$ cat src/hw/rtl/slid_pkg.sv
// shared types and constants for the sorted list store
// no dependencies; imported by slid_cell and sorted_list_insert_delete
package slid_pkg;

  localparam int unsigned DATA_W  = 32;
  localparam int unsigned COUNT_W = 5;

  typedef enum logic [0:0] {
    CMD_INSERT = 1'b0,
    CMD_DELETE = 1'b1
  } cmd_e;

  typedef enum logic [1:0] {
    ST_DONE      = 2'd0,
    ST_FULL      = 2'd1,
    ST_NOT_FOUND = 2'd2
  } status_e;

  // broadcast from the controller to every cell
  typedef struct packed {
    logic                     we;
    cmd_e                     cmd;
    logic signed [DATA_W-1:0] value;
  } cell_ctrl_t;

endpackage

$ cat src/hw/rtl/slid_cell.sv
// one slot of the sorted chain: holds an entry, compares it with the
// broadcast value and shifts toward either neighbor; uses slid_pkg
module slid_cell (
  input  logic                              clk_i,
  input  slid_pkg::cell_ctrl_t              ctrl_i,
  input  logic                              occupied_i,
  input  logic                              left_lt_i,
  input  logic signed [slid_pkg::DATA_W-1:0] left_entry_i,
  input  logic signed [slid_pkg::DATA_W-1:0] right_entry_i,
  output logic                              lt_o,
  output logic                              hit_o,
  output logic signed [slid_pkg::DATA_W-1:0] entry_o,
  output logic signed [slid_pkg::DATA_W-1:0] entry_d_o
);
  import slid_pkg::*;

  logic signed [DATA_W-1:0] entry_q, entry_d;

  assign lt_o  = occupied_i && (entry_q < ctrl_i.value);
  // first entry not below the value, and equal to it
  assign hit_o = occupied_i && left_lt_i && !lt_o && (entry_q == ctrl_i.value);

  always_comb begin
    entry_d = entry_q;
    if (ctrl_i.we && !lt_o) begin
      case (ctrl_i.cmd)
        CMD_INSERT: entry_d = left_lt_i ? ctrl_i.value : left_entry_i;
        CMD_DELETE: entry_d = right_entry_i;
        default:    entry_d = entry_q;
      endcase
    end
  end

  always_ff @(posedge clk_i) begin
    entry_q <= entry_d;
  end

  assign entry_o   = entry_q;
  assign entry_d_o = entry_d;

endmodule

$ cat src/hw/rtl/sorted_list_insert_delete.sv
// sorted multiset store built as a row of compare-and-shift cells
// output: the result of each accepted transaction is registered
// throughput: one transaction per cycle while the registered result is not stalled
// reset: count cleared and output register empty; entries hold no reset value
// depends on slid_pkg and slid_cell
module sorted_list_insert_delete #(
  parameter int unsigned CAPACITY = 16
) (
  input  logic                                clk_i,
  input  logic                                rst_ni,
  input  logic                                in_valid_i,
  output logic                                in_stall_o,
  input  logic [0:0]                          in_cmd_i,
  input  logic signed [slid_pkg::DATA_W-1:0]  in_value_i,
  output logic                                out_valid_o,
  input  logic                                out_stall_i,
  output logic [1:0]                          out_status_o,
  output logic [slid_pkg::COUNT_W-1:0]        out_count_after_o,
  output logic                                out_is_empty_o,
  output logic signed [slid_pkg::DATA_W-1:0]  out_smallest_o
);
  import slid_pkg::*;

  localparam int unsigned CW = $clog2(CAPACITY + 1);

  logic                     accept;
  logic                     is_insert;
  logic                     full;
  logic                     found;
  logic                     op_ok;
  logic [CW-1:0]            count_q, count_d;
  cell_ctrl_t               ctrl;
  status_e                  status_d;

  logic [CAPACITY-1:0]      occ, lt, hit;
  logic signed [DATA_W-1:0] entry   [CAPACITY];
  logic signed [DATA_W-1:0] entry_d [CAPACITY];

  logic                     out_valid_q;
  logic [1:0]               status_q;
  logic [COUNT_W-1:0]       count_after_q;
  logic                     is_empty_q;
  logic signed [DATA_W-1:0] smallest_q;

  assign in_stall_o = out_valid_q && out_stall_i;
  assign accept     = in_valid_i && !in_stall_o;
  assign is_insert  = (cmd_e'(in_cmd_i) == CMD_INSERT);
  assign full       = (count_q == CW'(CAPACITY));
  assign found      = |hit;
  assign op_ok      = is_insert ? !full : found;

  assign ctrl.we    = accept && op_ok;
  assign ctrl.cmd   = cmd_e'(in_cmd_i);
  assign ctrl.value = in_value_i;

  for (genvar i = 0; i < CAPACITY; i++) begin : g_cell
    localparam logic [CW-1:0] Idx = CW'(i);
    logic                     left_lt;
    logic signed [DATA_W-1:0] left_entry, right_entry;

    assign occ[i] = (Idx < count_q);

    if (i == 0) begin : g_head
      assign left_lt    = 1'b1;
      assign left_entry = in_value_i;
    end else begin : g_body
      assign left_lt    = lt[i-1];
      assign left_entry = entry[i-1];
    end

    if (i == CAPACITY - 1) begin : g_tail
      assign right_entry = '0;
    end else begin : g_inner
      assign right_entry = entry[i+1];
    end

    slid_cell u_cell (
      .clk_i        (clk_i),
      .ctrl_i       (ctrl),
      .occupied_i   (occ[i]),
      .left_lt_i    (left_lt),
      .left_entry_i (left_entry),
      .right_entry_i(right_entry),
      .lt_o         (lt[i]),
      .hit_o        (hit[i]),
      .entry_o      (entry[i]),
      .entry_d_o    (entry_d[i])
    );
  end

  always_comb begin
    count_d  = count_q;
    status_d = ST_DONE;
    if (is_insert) begin
      if (full) status_d = ST_FULL;
      else      count_d  = count_q + CW'(1);
    end else begin
      if (!found) status_d = ST_NOT_FOUND;
      else        count_d  = count_q - CW'(1);
    end
  end

  always_ff @(posedge clk_i or negedge rst_ni) begin
    if (!rst_ni) begin
      count_q     <= '0;
      out_valid_q <= 1'b0;
    end else begin
      if (accept) begin
        count_q     <= count_d;
        out_valid_q <= 1'b1;
      end else if (!out_stall_i) begin
        out_valid_q <= 1'b0;
      end
    end
  end

  always_ff @(posedge clk_i) begin
    if (accept) begin
      status_q      <= status_d;
      count_after_q <= COUNT_W'(count_d);
      is_empty_q    <= (count_d == '0);
      smallest_q    <= (count_d == '0) ? '0 : entry_d[0];
    end
  end

  assign out_valid_o       = out_valid_q;
  assign out_status_o      = status_q;
  assign out_count_after_o = count_after_q;
  assign out_is_empty_o    = is_empty_q;
  assign out_smallest_o    = smallest_q;

  // the store never grows past its capacity
  a_count_bound: assert property (@(posedge clk_i) disable iff (!rst_ni)
    count_q <= CW'(CAPACITY))
    else $error("entry count beyond capacity");

  // at most one cell claims the delete position
  a_hit_onehot: assert property (@(posedge clk_i) disable iff (!rst_ni)
    $onehot0(hit))
    else $error("more than one matching cell");

  // an insert into a full store reports full and leaves the count alone
  a_full_insert: assert property (@(posedge clk_i) disable iff (!rst_ni)
    accept && is_insert && full |=> out_status_o == ST_FULL && count_q == CW'(CAPACITY))
    else $error("insert into full store not refused");

  // a stalled result freezes the store
  a_stall_hold: assert property (@(posedge clk_i) disable iff (!rst_ni)
    out_valid_o && out_stall_i |=> $stable(count_q))
    else $error("store changed while result stalled");

  // a failed delete leaves the count unchanged
  a_miss_hold: assert property (@(posedge clk_i) disable iff (!rst_ni)
    accept && !is_insert && !found |=> out_status_o == ST_NOT_FOUND && $stable(count_q))
    else $error("missing delete changed the store");

endmodule

$ cat config.mk
export PLATFORM = sky130hd
export DESIGN_NAME = sorted_list_insert_delete
export DESIGN_NICKNAME = d
export VERILOG_FILES = /design/src/hw/rtl/slid_pkg.sv /design/src/hw/rtl/slid_cell.sv /design/src/hw/rtl/sorted_list_insert_delete.sv
export SDC_FILE = /design/constraint.sdc
export NUM_CORES = 2
export LEC_CHECK = 0
export BUFFER_PORTS_ARGS = -buffer_cell sky130_fd_sc_hd__buf_2
export CAP_MARGIN = 10
export CORE_MARGIN = 2
export CORE_UTILIZATION = 50
export CTS_BUF_LIST = sky130_fd_sc_hd__clkbuf_2 sky130_fd_sc_hd__clkbuf_4 sky130_fd_sc_hd__clkbuf_8
export DETAILED_ROUTE_END_ITERATION = 12
export PLACE_DENSITY = 0.66
export SKIP_CTS_REPAIR_TIMING = 1
export SYNTH_ARGS = -nofsm -noshare
export SYNTH_HDL_FRONTEND = slang
export SYNTH_SLANG_ARGS = --single-unit
$ cat constraint.sdc
create_clock -name clk_i -period 8.06 [get_ports clk_i]
set_input_delay 1.612 -clock clk_i [delete_from_list [all_inputs] [get_ports clk_i]]
set_output_delay 1.612 -clock clk_i [all_outputs]
set_load 0.005 [all_outputs]
==> PnR_summary.wiki <==
{| class="wikitable"
! Metric !! Value
|-
| Result of the run || complete, no violations
|-
| H-Tree Depth || 3
|-
| Category of the critical setup timing path || primary input to register
|-
| Final total power || 10.79 mW
|-
| Fin crit period || 7.145 ns
|-
| Cell row count || 102
|-
| Clk Latency, worst-skew pair || 0.73 ns
|-
| Number of flip-flops and latches in the synthesized netlist || 558
|-
| Net count after synthesis || 4635
|-
| Avg Synthesized Cell Area || 9.572 um2
|-
| Number of optimization iterations in the first detailed-route pass || 6
|-
| Power Density || 250.9 nW/um2
|-
| Count of port buffers added during placement || 78
|-
| Clock transition time at the flip-flop clock pins of the worst setup and hold paths || 0.06 ns
|-
| Number of violations of the max-capacitance limit || 0
|-
| Kind of cell adding the most delay to the critical path || simple AND/OR/NAND/NOR gates
|-
| Synth unique cells || 74
|-
| Yosys warns || 0
|-
| Post-synth top flop || edfxtp_1
|-
| Fraction of layout instances using a drive strength above 1 || 0.09933
|-
| Final weighted congestion in routability-driven placement || 0.9081
|-
| Drt first-iter violations || 3130
|-
| Largest area contributor in the synthesized netlist || edfxtp_1
|-
| Synth Area in Simple Gates || 0.1328
|-
| IR drop worst, VDD || 0.0001598 V
|-
| Maximum fanout along the worst path || 18
|-
| Via density per instance || 6.088
|-
| Maximum achievable frequency || 140.0 MHz
|-
| Adder-Cell Fraction of Synth Area || 0.1649
|-
| Initial standard-cell utilization of the core || 0.5045
|-
| Mapped Area || 39080 um2
|-
| Worst slack at placement || 0.2900 ns
|-
| Cell Count Post-Placement || 5062
|-
| GRT Total Usage || 0.2748
|-
| Remaining number of nets flagged by the antenna check after routing || 0
|-
| First-pass GRT wire length || 175700 um
|-
| Critical path's largest stage delay || 0.78 ns
|-
| Number of max-slew violations in the final report || 0
|-
| Number of clock sinks || 558
|-
| Number of buffers created by CTS || 101
|-
| GRT Residual Overflow || 0
|-
| Critical path required time || 8.45 ns
|-
| Core Util, Final || 0.5550
|-
| RSZ-0062 raised after global routing || false
|-
| Post-synthesis to final-layout area growth || 10.00%
|-
| Final-report setup violation count || 0
|-
| Initial antenna violation count || 1
|-
| Die extent in y || 283.6 um
|-
| Portion of the clock cycle consumed by the worst path in the final layout || 0.8865
|-
| Number of enable-type register cells in the synthesized netlist || 520
|-
| CP Buf/Inv Count || 5
|-
| Wire length per cell || 21.67 um
|-
| Headroom to the max-slew limit || 0.1943
|-
| Maximum clock skew at final layout || 0.04527 ns
|-
| Maximum number of pins on one net before global-route repair || 272
|-
| Max stage delay cell, worst path || nor2_2
|-
| Top area cells in the synthesized netlist || edfxtp_1, ha_1, o21ai_0
|-
| Post-detail-place hpwl || 84170 um
|-
| Arrival time of the worst setup path || 7.54 ns
|-
| Number of vias in the routed layout || 31950
|-
| Compound-cell area share of the yosys netlist || 0.1705
|-
| Largest family of logic cells by synthesized area || compound AO/OA/AOI/OAI gates
|-
| Static leakage power || 17.10 nW
|-
| Crit. End Element || register
|-
| Total core area || 77470 um2
|-
| Worst min path class || register to register
|-
| Chain of cells forming the critical path || buf_2, clkinv_1, buf_4, ha_1, nand4_1, nor2_1, a221o_1, o31a_1, o32ai_1, nand4b_1, mux2i_1, or4_1, or2_1, nor2_1, or3_1, buf_12, nor2_2, buf_4
|-
| Die area || 80420 um2
|-
| Crit start category || primary input
|-
| Final-stage net count || 4679
|-
| Buffer cell driving the clock tree root || clkbuf_8
|-
| Count of non-filler cells in the finished layout || 5249
|-
| Area share of the leading cell type in the synthesized netlist || 0.3995
|-
| Slew at the pin with the worst max-slew slack || 1.204 ns
|-
| Routed wire length || 113700 um
|-
| CTS tree || built
|-
| Synth Area in XOR/XNOR || 0.001345
|-
| Vias in the first global route || 30710
|-
| Sum of negative setup slack || 0 ns
|-
| Share of flip-flops with an asynchronous set or reset after synthesis || 0.01075
|-
| Number of buffers between clock root and the deepest sink || 3
|-
| Floorplan die width || 283.6 um
|-
| Residual DRC count || 0
|-
| Minimum setup slack in the final design || 0.9149 ns
|-
| Multiplexer share of the synthesized area || 0.07959
|-
| Number of placed I/O pins || 79
|-
| Sequential fraction of the synthesis area || 0.4198
|-
| Syn Inst Count || 4083
|-
| Final Hold Violating Endpoints || 0
|}
power breakdown:
| part | total, mW | switching (mW) | internal, mW |
|---|---|---|---|
| clock network | 2.80 | 1.28 | 1.53 |
| registers | 4.14 | 0.366 | 3.78 |
| logic | 3.84 | 2.38 | 1.47 |
| total | 10.8 | 4.02 | 6.77 |
worst register-to-register path, cell delays in order, from the launching register on:
cell      delay [ns]
edfxtp_1        0.47
ha_1            0.32
a21oi_1         0.13
o21ai_0         0.15
a221o_1         0.42
o31a_1          0.36
o32ai_1         0.76
nand4b_1        0.20
mux2i_1         0.29
or4_1           0.37
or2_1           0.18
nor2_1          0.07
or3_1           0.41
buf_12          0.18
nor2_2          0.79
buf_4           0.40
synth_stat cells (7+ instances only):
| cell | n |
|---|---|
| nand4_1 | 93 |
| ha_1 | 515 |
| buf_2 | 7 |
| mux2_4 | 10 |
| a221o_1 | 8 |
| o41a_1 | 33 |
| mux2i_1 | 271 |
| and4_1 | 14 |
| nand2_1 | 619 |
| a211oi_1 | 15 |
| mux2_2 | 22 |
| a21o_1 | 45 |
| nand2b_1 | 8 |
| nand3_1 | 43 |
| a21oi_1 | 426 |
| o21ai_0 | 547 |
| nor2_1 | 323 |
| and3_1 | 7 |
| clkbuf_1 | 227 |
| dfxtp_1 | 32 |
| edfxtp_1 | 520 |
| a21boi_0 | 7 |
| clkinv_1 | 31 |
| nor3_1 | 27 |
| inv_1 | 43 |
| a221oi_1 | 16 |
| nor4_1 | 21 |
| o211ai_1 | 13 |
| o21a_1 | 7 |
| nor2b_1 | 21 |
| o2111ai_1 | 7 |
path summary, 6_finish.rpt:
| path | from | endpoint | slack, ns | depth (start not counted) |
|---|---|---|---|---|
| setup / recovery | in_value_i[15] | g_cell[7].u_cell.entry_o[20] | 0.91 | 18 |
| hold / removal | out_valid_o | out_valid_o | 0.52 | 2 |
| setup reg to reg | g_cell[2].u_cell.entry_o[7] | g_cell[7].u_cell.entry_o[20] | 2.23 | 15 |
| hold reg to reg | out_valid_o | out_valid_o | 0.52 | 2 |
| max in group asynchronous | rst_ni | count_q[1] | 7.18 | 1 |
| min in group asynchronous | rst_ni | count_q[2] | 0.70 | 1 |
placed cells by master, fill, tap and decap left out, types with 13 or more instances in the layout:
cell type	instances
nor4_1	21
nand4_1	93
a211oi_1	15
a221oi_1	16
o21ai_0	547
a21oi_1	422
dfxtp_1	32
inv_1	42
nor3_1	24
nor2_1	311
nor2b_1	19
buf_2	77
nand3_1	43
nand2_1	615
o41a_1	33
mux2_2	22
and4_1	14
clkinv_1	48
mux2i_1	270
clkbuf_8	115
ha_1	515
buf_4	94
a21o_1	45
o211ai_1	13
edfxtp_1	520
clkbuf_4	43
per-stage QoR:
step	hold slack, ns	cell area (um2)
floorplan	0.4701	39090
global placement	0.5035	40890
detailed placement	0.5182	40890
CTS	0.5312	42940
global route	0.5691	42990
finish	0.5223	42990
sequential cells by signal (all words and copies together) (netlist names):
register,flops
g_cell.u_cell.entry_o,512
out_smallest_o,32
count_q,5
out_count_after_o,5
out_status_o,2
out_is_empty_o,1
out_valid_o,1
per-layer routing:
| layer | wire length, um | share of wire | global-route usage | vias up |
|---|---|---|---|---|
| met1 | 50500 | 0.44 | 0.3829 | 15460 |
| met3 | 6488 | 0.057 | 0.03248 | 191 |
| met2 | 53440 | 0.47 | 0.4483 | 974 |
| met4 | 3314 | 0.029 | 0.08505 | 0 |
| li1 | - | - | - | 15330 |
| met5 | 0 | 0 | 0 | - |
final cells by class:
class / instances / area, um2
Fill cell: 6925 / 34470
Multi-Input combinational cell: 3211 / 21660
Sequential cell: 558 / 16410
Clock buffer: 158 / 1906
Tap cell: 1040 / 1301
Timing Repair Buffer: 181 / 1294
Inverter: 74 / 277.8
Clock inverter: 26 / 150.1
Antenna cell: 1 / 2.502
kinds of logic after synthesis:
| kind of cell | Yosys count |
|---|---|
| simple gates | 1208 |
| compound gates | 1179 |
| flops | 558 |
| fa+ha+maj | 515 |
| buf+inv | 314 |
| mux | 303 |
| xor+xnor | 6 |
(Power assumes the default switching activity.)
